===== config.mk =====
export PLATFORM = sky130hd
export DESIGN_NAME = stack_with_sorted_insert_core
export DESIGN_NICKNAME = d
export VERILOG_FILES = /design/src/hdl/stk_pkg.sv /design/src/hdl/stk_ram.sv /design/src/hdl/stk_ctrl.sv /design/src/hdl/stack_with_sorted_insert_core.sv
export SDC_FILE = /design/constraint.sdc
export NUM_CORES = 1
export LEC_CHECK = 0
export ABC_AREA = 1
export BUFFER_PORTS_ARGS = -buffer_cell sky130_fd_sc_hd__buf_2
export CORE_ASPECT_RATIO = 0.7
export CORE_MARGIN = 8
export CORE_UTILIZATION = 49
export DETAILED_ROUTE_END_ITERATION = 6
export SETUP_SLACK_MARGIN = 0.15
export SYNTH_ARGS = -nofsm -noshare
export SYNTH_HDL_FRONTEND = slang
export SYNTH_SLANG_ARGS = --single-unit

===== constraint.sdc =====
create_clock -name clk -period 5.8 [get_ports clk]
set_clock_uncertainty 0.05 [all_clocks]
set_input_delay 0.29 -clock clk [delete_from_list [all_inputs] [get_ports clk]]
set_output_delay 0.29 -clock clk [all_outputs]
set_load 0.01 [all_outputs]

===== src/hdl/stk_pkg.sv =====
`timescale 1ns / 1ps

package stk_pkg;

    // sizes fixed by the word formats
    localparam int unsigned VALUE_W       = 32;
    localparam int unsigned FILL_W        = 5;
    localparam int unsigned DEPTH_DEFAULT = 16;

    // operation codes
    localparam logic [1:0] FUNC_PUSH    = 2'd0;
    localparam logic [1:0] FUNC_POP     = 2'd1;
    localparam logic [1:0] FUNC_REVERSE = 2'd2;
    localparam logic [1:0] FUNC_INSERT  = 2'd3;

    // status codes
    localparam logic [1:0] STATUS_DONE  = 2'd0;
    localparam logic [1:0] STATUS_FULL  = 2'd1;
    localparam logic [1:0] STATUS_EMPTY = 2'd2;

    typedef struct packed {
        logic [1:0]                func;
        logic signed [VALUE_W-1:0] value;
    } req_word_t;

    typedef struct packed {
        logic [1:0]                status;
        logic signed [VALUE_W-1:0] popped_value;
        logic [FILL_W-1:0]         fill_count;
    } rsp_word_t;

    // sequencer status towards the top level
    typedef struct packed {
        logic ready;
        logic done;
    } ctrl_stat_t;

endpackage


===== src/hdl/stk_ram.sv =====
`timescale 1ns / 1ps

module stk_ram #(
    parameter int unsigned WIDTH = 32,
    parameter int unsigned DEPTH = 16
) (
    input  logic                     clk,
    input  logic                     we,
    input  logic [$clog2(DEPTH)-1:0] waddr,
    input  logic [WIDTH-1:0]         wdata,
    input  logic [$clog2(DEPTH)-1:0] raddr_a,
    input  logic [$clog2(DEPTH)-1:0] raddr_b,
    output logic [WIDTH-1:0]         rdata_a,
    output logic [WIDTH-1:0]         rdata_b
);

    logic [WIDTH-1:0] mem [DEPTH];

    // one write port, two registered read ports
    always_ff @(posedge clk)
    begin
        if (we)
        begin
            mem[waddr] <= wdata;
        end
        rdata_a <= mem[raddr_a];
        rdata_b <= mem[raddr_b];
    end

endmodule


===== src/hdl/stk_ctrl.sv =====
`timescale 1ns / 1ps

module stk_ctrl #(
    parameter int unsigned DEPTH = stk_pkg::DEPTH_DEFAULT
) (
    input  logic                  clk,
    input  logic                  rst_n,
    input  logic                  req_take,
    input  stk_pkg::req_word_t    req,
    input  logic                  rsp_free,
    output stk_pkg::ctrl_stat_t   stat,
    output stk_pkg::rsp_word_t    result
);

    localparam int unsigned AW = $clog2(DEPTH);
    localparam int unsigned OW = $clog2(DEPTH + 1);
    localparam int unsigned VW = stk_pkg::VALUE_W;

    localparam logic [3:0] S_IDLE     = 4'd0;
    localparam logic [3:0] S_POP_RD   = 4'd1;
    localparam logic [3:0] S_POP_DATA = 4'd2;
    localparam logic [3:0] S_REV_RD   = 4'd3;
    localparam logic [3:0] S_REV_W1   = 4'd4;
    localparam logic [3:0] S_REV_W2   = 4'd5;
    localparam logic [3:0] S_INS_RD   = 4'd6;
    localparam logic [3:0] S_INS_CMP  = 4'd7;
    localparam logic [3:0] S_INS_PUT  = 4'd8;
    localparam logic [3:0] S_OUT      = 4'd9;

    logic [3:0]           state_reg, state_next;
    logic [OW-1:0]        occ_reg, occ_next;
    logic [AW-1:0]        ptr_a_reg, ptr_a_next;
    logic [AW-1:0]        ptr_b_reg, ptr_b_next;
    logic [1:0]           status_reg, status_next;
    logic signed [VW-1:0] popped_reg, popped_next;
    logic signed [VW-1:0] tmp_reg, tmp_next;
    logic signed [VW-1:0] ins_val_reg, ins_val_next;

    logic                 ram_we;
    logic [AW-1:0]        ram_waddr;
    logic [VW-1:0]        ram_wdata;
    logic [VW-1:0]        rdata_a;
    logic [VW-1:0]        rdata_b;

    logic                 is_full;
    logic                 is_empty;
    logic [AW-1:0]        occ_top;
    logic                 stored_greater;

    stk_ram #(
        .WIDTH (VW),
        .DEPTH (DEPTH)
    ) u_ram (
        .clk     (clk),
        .we      (ram_we),
        .waddr   (ram_waddr),
        .wdata   (ram_wdata),
        .raddr_a (ptr_a_reg),
        .raddr_b (ptr_b_reg),
        .rdata_a (rdata_a),
        .rdata_b (rdata_b)
    );

    assign is_full  = (occ_reg == OW'(DEPTH));
    assign is_empty = (occ_reg == '0);
    assign occ_top  = AW'(occ_reg - OW'(1));

    // the shared compare: stored word just below the free slot vs new word
    assign stored_greater = ($signed(rdata_b) > ins_val_reg);

    // sequencer
    always_comb
    begin
        state_next   = state_reg;
        occ_next     = occ_reg;
        ptr_a_next   = ptr_a_reg;
        ptr_b_next   = ptr_b_reg;
        status_next  = status_reg;
        popped_next  = popped_reg;
        tmp_next     = tmp_reg;
        ins_val_next = ins_val_reg;
        ram_we       = 1'b0;
        ram_waddr    = ptr_a_reg;
        ram_wdata    = ins_val_reg;

        unique case (state_reg)
            S_IDLE:
            begin
                if (req_take)
                begin
                    status_next  = stk_pkg::STATUS_DONE;
                    popped_next  = '0;
                    ins_val_next = req.value;
                    state_next   = S_OUT;
                    unique case (req.func)
                        stk_pkg::FUNC_PUSH:
                        begin
                            if (is_full)
                            begin
                                status_next = stk_pkg::STATUS_FULL;
                            end
                            else
                            begin
                                ram_we    = 1'b1;
                                ram_waddr = AW'(occ_reg);
                                ram_wdata = req.value;
                                occ_next  = occ_reg + OW'(1);
                            end
                        end
                        stk_pkg::FUNC_POP:
                        begin
                            if (is_empty)
                            begin
                                status_next = stk_pkg::STATUS_EMPTY;
                            end
                            else
                            begin
                                ptr_a_next = occ_top;
                                occ_next   = occ_reg - OW'(1);
                                state_next = S_POP_RD;
                            end
                        end
                        stk_pkg::FUNC_REVERSE:
                        begin
                            if (is_empty)
                            begin
                                status_next = stk_pkg::STATUS_EMPTY;
                            end
                            else if (occ_reg != OW'(1))
                            begin
                                ptr_a_next = '0;
                                ptr_b_next = occ_top;
                                state_next = S_REV_RD;
                            end
                        end
                        stk_pkg::FUNC_INSERT:
                        begin
                            if (is_full)
                            begin
                                status_next = stk_pkg::STATUS_FULL;
                            end
                            else
                            begin
                                occ_next = occ_reg + OW'(1);
                                if (is_empty)
                                begin
                                    ram_we    = 1'b1;
                                    ram_waddr = '0;
                                    ram_wdata = req.value;
                                end
                                else
                                begin
                                    ptr_a_next = AW'(occ_reg);
                                    ptr_b_next = occ_top;
                                    state_next = S_INS_RD;
                                end
                            end
                        end
                    endcase
                end
            end

            // pop: read address sampled, then data arrives
            S_POP_RD:
            begin
                state_next = S_POP_DATA;
            end
            S_POP_DATA:
            begin
                popped_next = rdata_a;
                state_next  = S_OUT;
            end

            // reverse: swap the outer pair, walk inwards
            S_REV_RD:
            begin
                state_next = S_REV_W1;
            end
            S_REV_W1:
            begin
                ram_we     = 1'b1;
                ram_waddr  = ptr_a_reg;
                ram_wdata  = rdata_b;
                tmp_next   = rdata_a;
                state_next = S_REV_W2;
            end
            S_REV_W2:
            begin
                ram_we     = 1'b1;
                ram_waddr  = ptr_b_reg;
                ram_wdata  = tmp_reg;
                ptr_a_next = ptr_a_reg + AW'(1);
                ptr_b_next = ptr_b_reg - AW'(1);
                if ((ptr_a_reg + AW'(1)) < (ptr_b_reg - AW'(1)))
                begin
                    state_next = S_REV_RD;
                end
                else
                begin
                    state_next = S_OUT;
                end
            end

            // sorted insert: shift greater words up one place at a time
            S_INS_RD:
            begin
                state_next = S_INS_CMP;
            end
            S_INS_CMP:
            begin
                ram_we = 1'b1;
                if (stored_greater)
                begin
                    ram_waddr  = ptr_a_reg;
                    ram_wdata  = rdata_b;
                    ptr_a_next = ptr_b_reg;
                    if (ptr_b_reg == '0)
                    begin
                        state_next = S_INS_PUT;
                    end
                    else
                    begin
                        ptr_b_next = ptr_b_reg - AW'(1);
                        state_next = S_INS_RD;
                    end
                end
                else
                begin
                    ram_waddr  = ptr_a_reg;
                    ram_wdata  = ins_val_reg;
                    state_next = S_OUT;
                end
            end
            S_INS_PUT:
            begin
                ram_we     = 1'b1;
                ram_waddr  = ptr_a_reg;
                ram_wdata  = ins_val_reg;
                state_next = S_OUT;
            end

            // hand the result over once the output register is free
            S_OUT:
            begin
                if (rsp_free)
                begin
                    state_next = S_IDLE;
                end
            end

            default:
            begin
                state_next = S_IDLE;
            end
        endcase
    end

    // control state
    always_ff @(posedge clk or negedge rst_n)
    begin
        if (!rst_n)
        begin
            state_reg <= S_IDLE;
            occ_reg   <= '0;
            ptr_a_reg <= '0;
            ptr_b_reg <= '0;
        end
        else
        begin
            state_reg <= state_next;
            occ_reg   <= occ_next;
            ptr_a_reg <= ptr_a_next;
            ptr_b_reg <= ptr_b_next;
        end
    end

    // payload
    always_ff @(posedge clk)
    begin
        status_reg  <= status_next;
        popped_reg  <= popped_next;
        tmp_reg     <= tmp_next;
        ins_val_reg <= ins_val_next;
    end

    assign stat.ready          = (state_reg == S_IDLE);
    assign stat.done           = (state_reg == S_OUT) && rsp_free;
    assign result.status       = status_reg;
    assign result.popped_value = popped_reg;
    assign result.fill_count   = stk_pkg::FILL_W'(occ_reg);

endmodule


===== src/hdl/stack_with_sorted_insert_core.sv =====
`timescale 1ns / 1ps

// Bounded LIFO stack of signed 32-bit words with push, pop, reverse and sorted
// insert, one operation per request word and one response word per request.
// The words live in a small two-read, one-write RAM that a sequencer walks one
// entry at a time, so the block takes a new request only when the previous one
// has finished its walk. Push, any refused operation, reverse of a single word and
// insert into an empty stack go straight to the response state. Pop passes a
// read state and a data state. Reverse reads each outer pair, then writes its
// two words back swapped, walking inwards. Sorted insert compares the word below
// the free slot, moves it up while greater, with an extra write state when the
// new word lands at the bottom. Throughput is set by the single RAM write port
// and the one signed comparator shared by every insert step. The response sits
// in an output register, so a stalled response only holds the next request off
// once that one is itself finished. Entries come out of reset undefined; only
// the fill count is cleared, so there is no clearing pass.
module stack_with_sorted_insert_core #(
    parameter int unsigned DEPTH = stk_pkg::DEPTH_DEFAULT
) (
    input  logic               clk,
    input  logic               rst_n,
    input  logic               req_valid,
    output logic               req_ready,
    input  stk_pkg::req_word_t req,
    output logic               rsp_valid,
    input  logic               rsp_ready,
    output stk_pkg::rsp_word_t rsp
);

    stk_pkg::ctrl_stat_t stat;
    stk_pkg::rsp_word_t  result;
    logic                rsp_valid_reg;
    stk_pkg::rsp_word_t  rsp_reg;
    logic                rsp_free;
    logic                req_take;

    assign req_ready = stat.ready;
    assign req_take  = req_valid && stat.ready;
    assign rsp_free  = !rsp_valid_reg || rsp_ready;

    stk_ctrl #(
        .DEPTH (DEPTH)
    ) u_ctrl (
        .clk      (clk),
        .rst_n    (rst_n),
        .req_take (req_take),
        .req      (req),
        .rsp_free (rsp_free),
        .stat     (stat),
        .result   (result)
    );

    // response register valid flag
    always_ff @(posedge clk or negedge rst_n)
    begin
        if (!rst_n)
        begin
            rsp_valid_reg <= 1'b0;
        end
        else if (stat.done)
        begin
            rsp_valid_reg <= 1'b1;
        end
        else if (rsp_ready)
        begin
            rsp_valid_reg <= 1'b0;
        end
    end

    // response word
    always_ff @(posedge clk)
    begin
        if (stat.done)
        begin
            rsp_reg <= result;
        end
    end

    assign rsp_valid = rsp_valid_reg;
    assign rsp       = rsp_reg;

endmodule

After elaboration in Yosys (flattened, before gate mapping)
Memories as Yosys holds them, arrays and structs flattened. A register that Yosys moved wholly into a read port is not among the register bits.
Index checks and enable logic that the tools add are counted.
{"block": "word_totals", "mem_count": 1, "ram_bits": 512, "word_cells": 128, "inputBits": 38, "ff_bits": 155}
{"block": "op_classes", "order_cmp": 2, "muxes": 60, "reduce_logical": 22, "n_eq_ne": 27, "addsub": 4}
{"name": "u_ctrl.u_ram.mem", "depth": 16, "word_bits": 32, "read_ports": 2, "rd_ports_with_merged_regs": 2, "write_ports": 1, "line": "stk_ram.sv:17", "text": "logic [WIDTH-1:0] mem [DEPTH];"}
{"cell": "two-way mux 32 bit", "count": 6}
{"cell": "one-hot mux 32 bit (2 select lines)", "count": 2}
{"cell": "one-hot mux 32 bit (4 select lines)", "count": 1}
{"cell": "two-way mux 4 bit", "count": 27}
{"cell": "one-hot mux 4 bit (3 select lines)", "count": 4}
{"cell": "one-hot mux 4 bit (9 select lines)", "count": 1}
{"cell": "> comparator 32 bit", "count": 1}
{"cell": "one-hot mux 4 bit (2 select lines)", "count": 3}
{"cell": "AND reduction 9 bit", "count": 2}
{"cell": "equality test 4 x 3 -> 1 bit (second input constant)", "count": 4}
{"cell": "inequality test 3 bit (second input constant)", "count": 4}
{"cell": "two-way mux 5 bit", "count": 2}
{"cell": "one-hot mux 5 bit (2 select lines)", "count": 1}
{"cell": "two-way mux 1 bit", "count": 9}
{"cell": "equality test 4 x 2 -> 1 bit (second input constant)", "count": 2}
{"cell": "equality test 4 bit (second input constant)", "count": 2}
{"cell": "zero test 4 bit", "count": 2}
{"cell": "inequality test 2 x 1 -> 1 bit (second input constant)", "count": 3}
{"cell": "inequality test 2 bit (second input constant)", "count": 3}
{"cell": "AND reduction 2 bit", "count": 3}
{"cell": "nonzero test 2 bit", "count": 3}
{"cell": "OR reduction 2 bit", "count": 3}
{"cell": "adder 5 x 1 -> 5 bit (second input constant)", "count": 1}
{"cell": "equality test 5 bit (second input constant)", "count": 1}
{"cell": "22 further kinds", "count": 25}

Logic depth before layout (Yosys ltp)
Gate-level depths: netlist of the first run.
{"block": "logic_depth", "depth_word": 8, "depth_mapped": 19, "ltp_nobuf": 19}

Modules after synthesis
A second synthesis of the first run with hierarchy kept.
{"block": "hier_totals", "hier_cells": 4272, "hier_area_um2": 37417.1}
{"mod": "stk_ram", "seq_area_each_um2": 16656.0, "cells_each": 3317, "instances": 1, "area_per_inst_um2": 28673.8}
{"mod": "stk_ctrl", "seq_area_each_um2": 3368.2, "cells_each": 909, "instances": 1, "area_per_inst_um2": 7519.7}
{"mod": "stack_with_sorted_insert_core", "seq_area_each_um2": 1196.1, "cells_each": 46, "instances": 1, "area_per_inst_um2": 1223.7}

Worst setup path before layout of the first run
OpenSTA, ideal clock, no wires.
{"block": "synth_timing", "path_kind": "register to register", "startpoint": "reg u_ctrl.state_reg[3]", "endpoint": "mem u_ctrl.u_ram.mem[0][0] (enable)", "path_buffers": 0, "path_slack_ns": 1.287, "setup_time_ns": 0.421, "arrival_ns": 4.042, "path_stages_with_launch": 8, "cell_sequence": "dfrtp_1 > nor2_2 > inv_2 > nor2_1 > nor4_1 > nor2_1 > nand2_1 > nor2_1"}
{"block": "synth_between", "elab_chain_len": 6}
{"element": "from (decl)", "line": "stk_ctrl.sv:30", "text": "logic [3:0] state_reg, state_next;"}
{"element": "from (signal assigned)", "line": "stk_ctrl.sv:270", "text": "state_reg <= state_next;"}
{"element": "zero test 4 bit", "line": "stk_ctrl.sv:86, stk_ctrl.sv:286"}
{"element": "logical AND 1 bit", "line": "stack_with_sorted_insert_core.sv:38", "text": "assign req_take = req_valid && stat.ready;"}
{"element": "two-way mux 1 bit", "line": "stk_ctrl.sv:89", "text": "if (req_take)"}
{"element": "one-hot mux 1 bit (2 select lines)", "line": "stk_ctrl.sv:86", "text": "unique case (state_reg)"}
{"element": "two-way mux 1 bit", "line": "stk_ram.sv:22", "text": "if (we)"}
{"element": "two-way mux 1 bit (not written as such)", "line": "stk_ram.sv:24", "text": "mem[waddr] <= wdata;"}
{"element": "to (decl)", "line": "stk_ram.sv:17"}
Parallel ways exist; a longest one is shown, timed or not.

Worst setup path after layout of the first run
{"block": "layout_timing", "startpoint": "reg u_ctrl.ins_val_reg[31]", "endpoint": "mem u_ctrl.u_ram.mem[1][21], data pin"}
{"block": "layout_between", "elab_chain_len": 3}
{"element": "from (decl)", "line": "stk_ctrl.sv:37", "text": "logic signed [VW-1:0] ins_val_reg, ins_val_next;"}
{"element": "from (signal assigned)", "line": "stk_ctrl.sv:283", "text": "ins_val_reg <= ins_val_next;"}
{"element": "> comparator 32 bit", "line": "stk_ctrl.sv:69", "text": "assign stored_greater = ($signed(rdata_b) > ins_val_reg);"}
{"element": "two-way mux 32 bit", "line": "stk_ctrl.sv:212", "text": "if (stored_greater)"}
{"element": "one-hot mux 32 bit (4 select lines)", "line": "stk_ctrl.sv:86"}
{"element": "net u_ctrl.ram_wdata[21]", "line": "stk_ctrl.sv:41", "text": "logic [VW-1:0] ram_wdata;"}
The timed path passes the listed nets, and every way through them passes these cells.

==> report_table.html, run 1 <==
<table>
<tr><th>Metric</th><th>Value</th></tr>
<tr><th colspan="2">Worst setup path</th></tr>
<tr><td>Highest net fanout along the worst path</td><td>34</td></tr>
<tr><td>Number of cells on the worst reg-to-reg path</td><td>11</td></tr>
<tr><td>R2r setup slk</td><td>1.29 ns</td></tr>
<tr><td>Kind of critical path</td><td>flip-flop to flip-flop</td></tr>
<tr><td>Arrival time of data at the critical path endpoint</td><td>4.72 ns</td></tr>
<tr><td>Category of the worst setup path launch point</td><td>flip-flop</td></tr>
<tr><td>Crit end category</td><td>flip-flop</td></tr>
<tr><td>Worst setup path start</td><td>u_ctrl.ins_val_reg[31]$_DFFE_PP_</td></tr>
<tr><td>Reg-to-Reg Start</td><td>u_ctrl.ins_val_reg[31]$_DFFE_PP_</td></tr>
<tr><td>Required time of the critical path</td><td>6.01 ns</td></tr>
<tr><td>Crit Reg-Reg Endpoint</td><td>u_ctrl.u_ram.mem[1][21]$_DFFE_PP_</td></tr>
<tr><th colspan="2">STA</th></tr>
<tr><td>Final-report max-slew violation count</td><td>0</td></tr>
<tr><td>Aggregate negative setup slack</td><td>0 ns</td></tr>
<tr><td>Share of the clock period used by the worst path</td><td>77.7%</td></tr>
<tr><td>Setup violators final</td><td>0</td></tr>
<tr><td>Final hold vios</td><td>0</td></tr>
<tr><td>Worst setup margin</td><td>1.29 ns</td></tr>
<tr><td>Transition time at the pin with the least slew margin</td><td>1.24 ns</td></tr>
<tr><td>Minimum clock period after layout</td><td>4.51 ns</td></tr>
<tr><td>Setup repair after global routing missed its margin</td><td>no</td></tr>
<tr><td>Worst max-slew margin expressed relative to the limit</td><td>17.1%</td></tr>
<tr><td>Maximum frequency from static timing analysis</td><td>222 MHz</td></tr>
<tr><th colspan="2">Yosys</th></tr>
<tr><td>Cells taking the most area after synthesis</td><td>sky130_fd_sc_hd__edfxtp_1, sky130_fd_sc_hd__o21ai_0, sky130_fd_sc_hd__a21oi_1</td></tr>
<tr><td>Fraction of registers with async set or reset after synthesis</td><td>2.46%</td></tr>
<tr><td>Count of flip-flops with a built-in enable after synthesis</td><td>649</td></tr>
<tr><td>Mapped Nets</td><td>3,534</td></tr>
<tr><td>Leading area contributor after synthesis</td><td>sky130_fd_sc_hd__edfxtp_1</td></tr>
<tr><td>Top-area cell type share of the netlist area</td><td>56.5%</td></tr>
<tr><td>Gate Count Post-Synth</td><td>3,450</td></tr>
<tr><td>Mapped cell area</td><td>34,500 um^2</td></tr>
<tr><td>Post-synthesis sequential area ratio</td><td>61.6%</td></tr>
<tr><td>Synthesis-stage register bit count</td><td>731</td></tr>
<tr><td>Count of cell types in the netlist</td><td>45</td></tr>
<tr><td>Warnings, synthesis</td><td>0</td></tr>
<tr><td>Top FF cell, synth</td><td>sky130_fd_sc_hd__edfxtp_1</td></tr>
<tr><td>Mean instance size in the synthesized netlist</td><td>9.99 um^2</td></tr>
<tr><th colspan="2">Global routing</th></tr>
<tr><td>Largest net degree at the start of global routing</td><td>252</td></tr>
<tr><td>Total routing usage reported by global routing</td><td>28.3%</td></tr>
<tr><td>Initial antenna violation count</td><td>2</td></tr>
<tr><td>Overflow left after global routing</td><td>0</td></tr>
<tr><td>Wire length of the first global-routing pass</td><td>171,000 um</td></tr>
<tr><td>Via count of the first global-routing pass</td><td>26,400</td></tr>
<tr><th colspan="2">Hold path</th></tr>
<tr><td>Endpoint of the worst hold path</td><td>u_ctrl.state_reg[1]$_DFFE_PN0P_</td></tr>
<tr><td>HP Start</td><td>req_valid</td></tr>
<tr><td>Number of instances on the worst hold path</td><td>5</td></tr>
<tr><td>Worst min-delay path class</td><td>primary input to flip-flop</td></tr>
<tr><th colspan="2">Clock tree</th></tr>
<tr><td>Clock latency of the later-clocked register in the worst-skew pair</td><td>0.63 ns</td></tr>
<tr><td>Sinks on the clock net</td><td>731</td></tr>
<tr><td>Post-CTS resize count</td><td>0</td></tr>
<tr><td>CTS Root Buffer Type</td><td>sky130_fd_sc_hd__clkbuf_16</td></tr>
<tr><td>H-tree level count</td><td>3</td></tr>
<tr><td>Clock input transition at the sequential cells of the worst setup and hold paths</td><td>0.06 ns</td></tr>
<tr><td>Number of buffers between clock root and the deepest sink</td><td>3</td></tr>
<tr><td>Inserted Clock Buffers</td><td>73</td></tr>
<tr><td>CTS tree</td><td>yes</td></tr>
<tr><th colspan="2">Die</th></tr>
<tr><td>Die footprint</td><td>79,200 um^2</td></tr>
<tr><td>Total number of placement rows</td><td>81</td></tr>
<tr><td>Placeable core region</td><td>69,700 um^2</td></tr>
<tr><td>Number of top-level pins</td><td>79</td></tr>
<tr><td>DIE WIDTH</td><td>333 um</td></tr>
<tr><td>Die Y</td><td>238 um</td></tr>
<tr><td>Initial core utilization</td><td>49.4%</td></tr>
<tr><th colspan="2">Place</th></tr>
<tr><td>DP HPWL</td><td>63,800 um</td></tr>
<tr><td>Final weighted congestion of routability-driven global placement</td><td>0.856</td></tr>
<tr><td>Cell area after placement</td><td>35,900 um^2</td></tr>
<tr><td>Place WS</td><td>1.47 ns</td></tr>
<tr><td>Port Buffer Count</td><td>78</td></tr>
<tr><th colspan="2">Detailed routing</th></tr>
<tr><td>Detail-routed via count per cell</td><td>6.30</td></tr>
<tr><td>Met2 wire length</td><td>51,300 um</td></tr>
<tr><td>Number of vias after detailed routing</td><td>27,900</td></tr>
<tr><td>Initial detailed-routing violation count</td><td>4,614</td></tr>
<tr><td>Sum of routed wire segments on met1</td><td>47,100 um</td></tr>
<tr><td>Highest Signal Layer</td><td>met5</td></tr>
<tr><td>Number of remaining DRC errors</td><td>0</td></tr>
<tr><td>Number of optimization iterations in the first detailed-route pass</td><td>6</td></tr>
<tr><td>Drt total wl</td><td>116,000 um</td></tr>
<tr><td>Total length of routed met3 wires</td><td>12,600 um</td></tr>
<tr><td>Post-route ant nets</td><td>0</td></tr>
<tr><td>Routed length per instance</td><td>26.2 um</td></tr>
<tr><th colspan="2">Job</th></tr>
<tr><td>Number of max-cap violations</td><td>0</td></tr>
<tr><th colspan="2">Run status</th></tr>
<tr><td>Run status</td><td>finished clean</td></tr>
<tr><th colspan="2">Power and ir drop</th></tr>
<tr><td>Leakage power total</td><td>13.8 nW</td></tr>
<tr><td>Power Dens Cells</td><td>588 nW/um^2</td></tr>
<tr><td>Post-route total power</td><td>22.7 mW</td></tr>
<tr><td>Max IR drop VDD</td><td>0.000689 V</td></tr>
<tr><th colspan="2">Cells and area</th></tr>
<tr><td>Post-synthesis to final-layout area growth</td><td>12.0%</td></tr>
<tr><td>Layout cells sized above 1</td><td>9.06%</td></tr>
<tr><td>Max reg flops</td><td>512</td></tr>
<tr><td>Summed area of non-filler cells in the final layout</td><td>38,600 um^2</td></tr>
<tr><td>Fin util</td><td>55.4%</td></tr>
<tr><td>Nets</td><td>3,534</td></tr>
</table>
final cells by class:
type | count | area, um^2
antenna | 1 | 2.50
multi-input combinational | 2140 | 11200
clock inverter | 38 | 355
sequential | 731 | 21200
tap | 913 | 1140
inverter | 329 | 1240
fill | 5908 | 31100
clock buffer | 96 | 2000
timing repair buffer | 175 | 1390
layer usage:
metal	track usage [%]	vias up
li1	-	12300
met1	39.7	13400
met2	43.2	1798
met3	5.61	305
met4	12.0	4
met5	0	-
worst max-delay path, cell delays in order (launching register included):
cell and delay (ns):
sky130_fd_sc_hd__edfxtp_1 0.41, sky130_fd_sc_hd__inv_1 0.10, sky130_fd_sc_hd__ha_1 0.29, sky130_fd_sc_hd__nand2_1 0.12, sky130_fd_sc_hd__nor2_2 0.06, sky130_fd_sc_hd__nand4_2 0.18, sky130_fd_sc_hd__nor3_2 0.08, sky130_fd_sc_hd__nand2_2 0.82
sky130_fd_sc_hd__nand3_4 0.72, sky130_fd_sc_hd__nand2_1 0.24, sky130_fd_sc_hd__nand3_1 0.09, sky130_fd_sc_hd__a21oi_1 0.95
metrics by stage:
stage	hold WS (ns)	instances
finish	0.0843	4423
detailed placement	0.217	4254
CTS	0.0637	4422
floorplan	-0.0556	3450
global placement	0.211	4254
global route	0.126	4422
cells in the final DEF (no fill, tap or decap), types with 5 or more instances in the layout:
master                            n
sky130_fd_sc_hd__nor2_2           6
sky130_fd_sc_hd__o211ai_1       133
sky130_fd_sc_hd__nor2_1         306
sky130_fd_sc_hd__dfrtp_1         11
sky130_fd_sc_hd__nor2_4          22
sky130_fd_sc_hd__clkbuf_1        17
sky130_fd_sc_hd__o221ai_1        33
sky130_fd_sc_hd__a21oi_1        337
sky130_fd_sc_hd__dlygate4sd3_1   34
sky130_fd_sc_hd__edfxtp_1       649
sky130_fd_sc_hd__o21ai_1          9
sky130_fd_sc_hd__clkbuf_16       75
sky130_fd_sc_hd__nand4_1         38
sky130_fd_sc_hd__inv_1          308
sky130_fd_sc_hd__ha_1            46
sky130_fd_sc_hd__o2111ai_1       32
sky130_fd_sc_hd__xor2_1           8
sky130_fd_sc_hd__buf_4           48
sky130_fd_sc_hd__bufinv_16        6
sky130_fd_sc_hd__a31oi_1          5
sky130_fd_sc_hd__buf_2           78
sky130_fd_sc_hd__dfxtp_1         64
sky130_fd_sc_hd__clkinv_2        16
sky130_fd_sc_hd__nand2_1        316
sky130_fd_sc_hd__o21ai_0        666
sky130_fd_sc_hd__clkinv_1        12
sky130_fd_sc_hd__buf_12          15
sky130_fd_sc_hd__nand3_1        145
sky130_fd_sc_hd__inv_2           16
worst max path at each step:
| stage | endpoint | slack [ns] |
|---|---|---|
| after floorplan | u_ctrl.u_ram.mem[0][0]$_DFFE_PP_ | 1.29 |
| after global placement | u_ctrl.u_ram.mem[11][14]$_DFFE_PP_ | 1.64 |
| after detailed placement | u_ctrl.u_ram.mem[6][14]$_DFFE_PP_ | 1.47 |
| after CTS | u_ctrl.u_ram.mem[5][14]$_DFFE_PP_ | 1.43 |
| after global routing | u_ctrl.u_ram.mem[10][23]$_DFFE_PP_ | 1.11 |
| final | u_ctrl.u_ram.mem[1][21]$_DFFE_PP_ | 1.29 |
power by group:
| part | leakage (nW) | internal, mW | switching, mW |
|---|---|---|---|
| logic | 6.01 | 2.46 | 7.03 |
| registers | 6.63 | 7.82 | 0.640 |
| clock network | 1.15 | 2.70 | 2.05 |
| total | 13.8 | 13.0 | 9.72 |
timing repair:
action | CTS | global route
setup endpoints to repair | 0 | 0
setup buffers | 0 | 0
endpoints found under the hold margin | 53 | 0
hold buffers | 34 | 0
Yosys cell counts, types with 3 or more instances:
cell type and number:
sky130_fd_sc_hd__o21ai_1 9, sky130_fd_sc_hd__nand2_1 317, sky130_fd_sc_hd__a22oi_1 4, sky130_fd_sc_hd__edfxtp_1 649
sky130_fd_sc_hd__clkinv_1 3, sky130_fd_sc_hd__inv_1 313, sky130_fd_sc_hd__o2111ai_1 32, sky130_fd_sc_hd__xor2_1 8
sky130_fd_sc_hd__inv_2 13, sky130_fd_sc_hd__o211ai_1 133, sky130_fd_sc_hd__o22ai_1 4, sky130_fd_sc_hd__o21ai_0 666
sky130_fd_sc_hd__a31oi_1 5, sky130_fd_sc_hd__a21oi_1 337, sky130_fd_sc_hd__dfxtp_1 64, sky130_fd_sc_hd__nor2_2 6
sky130_fd_sc_hd__o221ai_1 33, sky130_fd_sc_hd__buf_2 12, sky130_fd_sc_hd__nand4_1 38, sky130_fd_sc_hd__nor2_1 327
sky130_fd_sc_hd__nand3_1 145, sky130_fd_sc_hd__dfrtp_1 18, sky130_fd_sc_hd__nor3_1 4, sky130_fd_sc_hd__buf_1 26
sky130_fd_sc_hd__clkbuf_1 212, sky130_fd_sc_hd__ha_1 46
cells by family (layout without fill, tap and decap cells):
group / after synthesis / count (layout) / share of synthesized area [%]
other: 0 / 1 / 0
AND/OR/NAND/NOR: 853 / 853 / 10.5
buffers and inverters: 579 / 638 / 6.35
XOR/XNOR: 10 / 10 / 0.254
AO/OA/AOI/OAI: 1231 / 1231 / 19.7
flip-flops: 731 / 731 / 61.6
adder cells (fa/ha/maj): 46 / 46 / 1.67
No activity file was read; power rests on OpenSTA's default activity.
==> inputs of run 2 (changes only) <==
--- a/config.mk
+++ b/config.mk
@@ -11,6 +11,7 @@
 export CORE_MARGIN = 8
 export CORE_UTILIZATION = 49
 export DETAILED_ROUTE_END_ITERATION = 6
+export PLACE_DENSITY = 0.67
 export SETUP_SLACK_MARGIN = 0.15
 export SYNTH_ARGS = -nofsm -noshare
 export SYNTH_HDL_FRONTEND = slang
==> constraint.sdc (replaced) <==
create_clock -name clk -period 3.95 [get_ports clk]
set_clock_uncertainty 0.05 [all_clocks]
set_input_delay 0.1975 -clock clk [delete_from_list [all_inputs] [get_ports clk]]
set_output_delay 0.1975 -clock clk [all_outputs]
set_load 0.01 [all_outputs]
==> report_table.html, run 2 (synthesis results as in run 1) <==
<table>
<tr><th>Metric</th><th>Value</th></tr>
<tr><th colspan="2">STA</th></tr>
<tr><td>Minimum clock period after layout</td><td>3.59 ns</td></tr>
<tr><td>Worst max-slew margin expressed relative to the limit</td><td>17.0%</td></tr>
<tr><td>Transition time at the pin with the least slew margin</td><td>1.24 ns</td></tr>
<tr><td>Share of the clock period used by the worst path</td><td>90.8%</td></tr>
<tr><td>Maximum frequency from static timing analysis</td><td>279 MHz</td></tr>
<tr><td>Worst setup margin</td><td>0.362 ns</td></tr>
<tr><td>Aggregate negative setup slack</td><td>0 ns</td></tr>
<tr><td>Final hold vios</td><td>0</td></tr>
<tr><td>Final-report max-slew violation count</td><td>0</td></tr>
<tr><td>Setup violators final</td><td>0</td></tr>
<tr><td>Setup repair after global routing missed its margin</td><td>no</td></tr>
<tr><th colspan="2">Global routing</th></tr>
<tr><td>Wire length of the first global-routing pass</td><td>152,000 um</td></tr>
<tr><td>Total routing usage reported by global routing</td><td>24.6%</td></tr>
<tr><td>Initial antenna violation count</td><td>1</td></tr>
<tr><td>Largest net degree at the start of global routing</td><td>230</td></tr>
<tr><td>Via count of the first global-routing pass</td><td>24,800</td></tr>
<tr><td>Overflow left after global routing</td><td>0</td></tr>
<tr><th colspan="2">Clock tree</th></tr>
<tr><td>H-tree level count</td><td>3</td></tr>
<tr><td>Sinks on the clock net</td><td>731</td></tr>
<tr><td>Number of buffers between clock root and the deepest sink</td><td>3</td></tr>
<tr><td>Post-CTS setup-driven buffer insertion count</td><td>0</td></tr>
<tr><td>Clock input transition at the sequential cells of the worst setup and hold paths</td><td>0.07 ns</td></tr>
<tr><td>Clock latency of the later-clocked register in the worst-skew pair</td><td>0.62 ns</td></tr>
<tr><td>CTS tree</td><td>yes</td></tr>
<tr><td>CTS Root Buffer Type</td><td>sky130_fd_sc_hd__clkbuf_16</td></tr>
<tr><td>Inserted Clock Buffers</td><td>69</td></tr>
<tr><th colspan="2">Die</th></tr>
<tr><td>Initial core utilization</td><td>49.4%</td></tr>
<tr><td>Number of top-level pins</td><td>79</td></tr>
<tr><td>DIE WIDTH</td><td>333 um</td></tr>
<tr><td>Total number of placement rows</td><td>81</td></tr>
<tr><td>Die Y</td><td>238 um</td></tr>
<tr><td>Placeable core region</td><td>69,700 um^2</td></tr>
<tr><td>Die footprint</td><td>79,200 um^2</td></tr>
<tr><th colspan="2">Power and ir drop</th></tr>
<tr><td>Internal power component</td><td>18.9 mW</td></tr>
<tr><td>Comb pwr share</td><td>43.5%</td></tr>
<tr><td>Post-route total power</td><td>32.9 mW</td></tr>
<tr><td>Leakage power total</td><td>13.9 nW</td></tr>
<tr><td>Seq pwr share</td><td>37.1%</td></tr>
<tr><td>Switching Fraction</td><td>42.7%</td></tr>
<tr><td>Reported net switching power</td><td>14.1 mW</td></tr>
<tr><td>Max IR drop VDD</td><td>0.00107 V</td></tr>
<tr><td>Power Dens Cells</td><td>850 nW/um^2</td></tr>
<tr><td>Proportion of power drawn by the clock network</td><td>19.4%</td></tr>
<tr><th colspan="2">Worst setup path</th></tr>
<tr><td>R2r setup slk</td><td>0.36 ns</td></tr>
<tr><td>Crit path top cell by count</td><td>sky130_fd_sc_hd__nand2_1</td></tr>
<tr><td>Cell family contributing the most delay on the critical path</td><td>compound AO/OA/AOI/OAI gates</td></tr>
<tr><td>Arrival time of data at the critical path endpoint</td><td>3.83 ns</td></tr>
<tr><td>Max stage delay cell, worst path</td><td>sky130_fd_sc_hd__a21oi_1</td></tr>
<tr><td>Kind of critical path</td><td>flip-flop to flip-flop</td></tr>
<tr><td>Worst setup path start</td><td>u_ctrl.ins_val_reg[14]$_DFFE_PP_</td></tr>
<tr><td>Combined buffer and inverter count along the critical path</td><td>1</td></tr>
<tr><td>Cell-by-cell listing of the critical path</td><td>inv_1 &gt; ha_1 &gt; nand4_1 &gt; a21oi_1 &gt; nor2_1 &gt; nand2_1 &gt; nand2_1 &gt; nand3_2 &gt; nand3_4 &gt; nand2_1 &gt; nand3_1 &gt; a21oi_1</td></tr>
<tr><td>Category of the worst setup path launch point</td><td>flip-flop</td></tr>
<tr><td>Highest net fanout along the worst path</td><td>21</td></tr>
<tr><td>Crit end category</td><td>flip-flop</td></tr>
<tr><td>Largest stage delay on the critical path</td><td>0.77 ns</td></tr>
<tr><td>Reg-to-Reg Start</td><td>u_ctrl.ins_val_reg[14]$_DFFE_PP_</td></tr>
<tr><td>Number of cells on the worst reg-to-reg path</td><td>12</td></tr>
<tr><td>Required time of the critical path</td><td>4.19 ns</td></tr>
<tr><td>Crit Reg-Reg Endpoint</td><td>u_ctrl.u_ram.mem[5][28]$_DFFE_PP_</td></tr>
<tr><th colspan="2">Detailed routing</th></tr>
<tr><td>Number of optimization iterations in the first detailed-route pass</td><td>6</td></tr>
<tr><td>Detail-routed via count per cell</td><td>6.08</td></tr>
<tr><td>Routed length per instance</td><td>22.7 um</td></tr>
<tr><td>Number of vias after detailed routing</td><td>27,100</td></tr>
<tr><td>Number of remaining DRC errors</td><td>0</td></tr>
<tr><td>Post-route ant nets</td><td>0</td></tr>
<tr><td>Drt total wl</td><td>101,000 um</td></tr>
<tr><td>Initial detailed-routing violation count</td><td>3,483</td></tr>
<tr><th colspan="2">Place</th></tr>
<tr><td>Port Buffer Count</td><td>78</td></tr>
<tr><td>Number of placed instances, taps included</td><td>4,297</td></tr>
<tr><td>Place WS</td><td>0.547 ns</td></tr>
<tr><td>Final weighted congestion of routability-driven global placement</td><td>0.924</td></tr>
<tr><td>DP HPWL</td><td>59,000 um</td></tr>
<tr><th colspan="2">Cells and area</th></tr>
<tr><td>Nets</td><td>3,574</td></tr>
<tr><td>Max reg flops</td><td>512</td></tr>
<tr><td>Layout cells sized above 1</td><td>9.88%</td></tr>
<tr><td>Non-filler instance count after layout</td><td>4,457</td></tr>
<tr><td>Post-synthesis to final-layout area growth</td><td>12.2%</td></tr>
<tr><td>Most common cell after layout, fill and taps aside</td><td>sky130_fd_sc_hd__o21ai_0</td></tr>
<tr><td>Fin util</td><td>55.5%</td></tr>
<tr><td>Leading cell types in the layout, fill and taps excluded</td><td>sky130_fd_sc_hd__o21ai_0, sky130_fd_sc_hd__edfxtp_1, sky130_fd_sc_hd__a21oi_1</td></tr>
<tr><td>Diodes inserted</td><td>0</td></tr>
<tr><th colspan="2">Hold path</th></tr>
<tr><td>Worst min-delay path class</td><td>primary input to async pin</td></tr>
<tr><th colspan="2">Run status</th></tr>
<tr><td>Run status</td><td>finished clean</td></tr>
<tr><th colspan="2">Job</th></tr>
<tr><td>Number of max-cap violations</td><td>0</td></tr>
</table>
run 2: changes by cell type in the layout (fill, tap and decap cells not counted), sizes merged:
cell         previous run  this run
diode                   1         0
clkbuf                 96        98
buf                   141       184
clkinv                 30        23
bufinv                  6         2
dlygate4sd3            34        35
run 2: final cells by class:
| type | count | area (um^2) |
|---|---|---|
| Clock inverter | 27 | 224 |
| Sequential cell | 731 | 21200 |
| Timing Repair Buffer | 219 | 1720 |
| Multi-Input combinational cell | 2140 | 11200 |
| Fill cell | 5877 | 31000 |
| Inverter | 329 | 1240 |
| Tap cell | 913 | 1140 |
| Clock buffer | 98 | 1890 |
run 2: worst max-delay path by stage:
stage                                               to  depth (start not counted)
floorplan             u_ctrl.u_ram.mem[0][0]$_DFFE_PP_                          7
global placement     u_ctrl.u_ram.mem[4][30]$_DFFE_PP_                         12
detailed placement   u_ctrl.u_ram.mem[4][30]$_DFFE_PP_                         12
CTS                 u_ctrl.u_ram.mem[12][30]$_DFFE_PP_                         12
global route         u_ctrl.u_ram.mem[4][27]$_DFFE_PP_                         13
finish               u_ctrl.u_ram.mem[5][28]$_DFFE_PP_                         12
run 2: power by group through the flow:
stage / Sequential [mW] / Clock [mW] / Combinational, mW
floorplan: 12.0 / 0 / 8.88
global placement: 12.3 / 0 / 14.0
detailed placement: 12.3 / 0 / 14.0
CTS: 12.2 / 6.47 / 14.1
global route: 12.3 / 6.75 / 15.6
finish: 12.2 / 6.39 / 14.3
run 2: stage by stage:
step	hold WS [ns]	instance area (um^2)
global route	0.0647	38700
CTS	0.0168	38700
global placement	0.136	36200
finish	0.0462	38700
detailed placement	0.131	36200
floorplan	-0.148	34500
run 2: layer usage:
| layer | track usage [%] | part of all wire, % | up-vias |
|---|---|---|---|
| met5 | 0 | 0.013 | - |
| met4 | 8.79 | 3.4 | 2 |
| met3 | 4.70 | 11 | 208 |
| met2 | 36.9 | 44 | 1584 |
| met1 | 35.7 | 42 | 12900 |
| li1 | - | - | 12400 |
run 2: repair_timing:
action | 4_1_cts | 5_1_grt
hold buffers | 35 | 0
resized for setup | 0 | 1
endpoints found under the setup margin | 0 | 16
endpoints found under the hold margin | 55 | 0
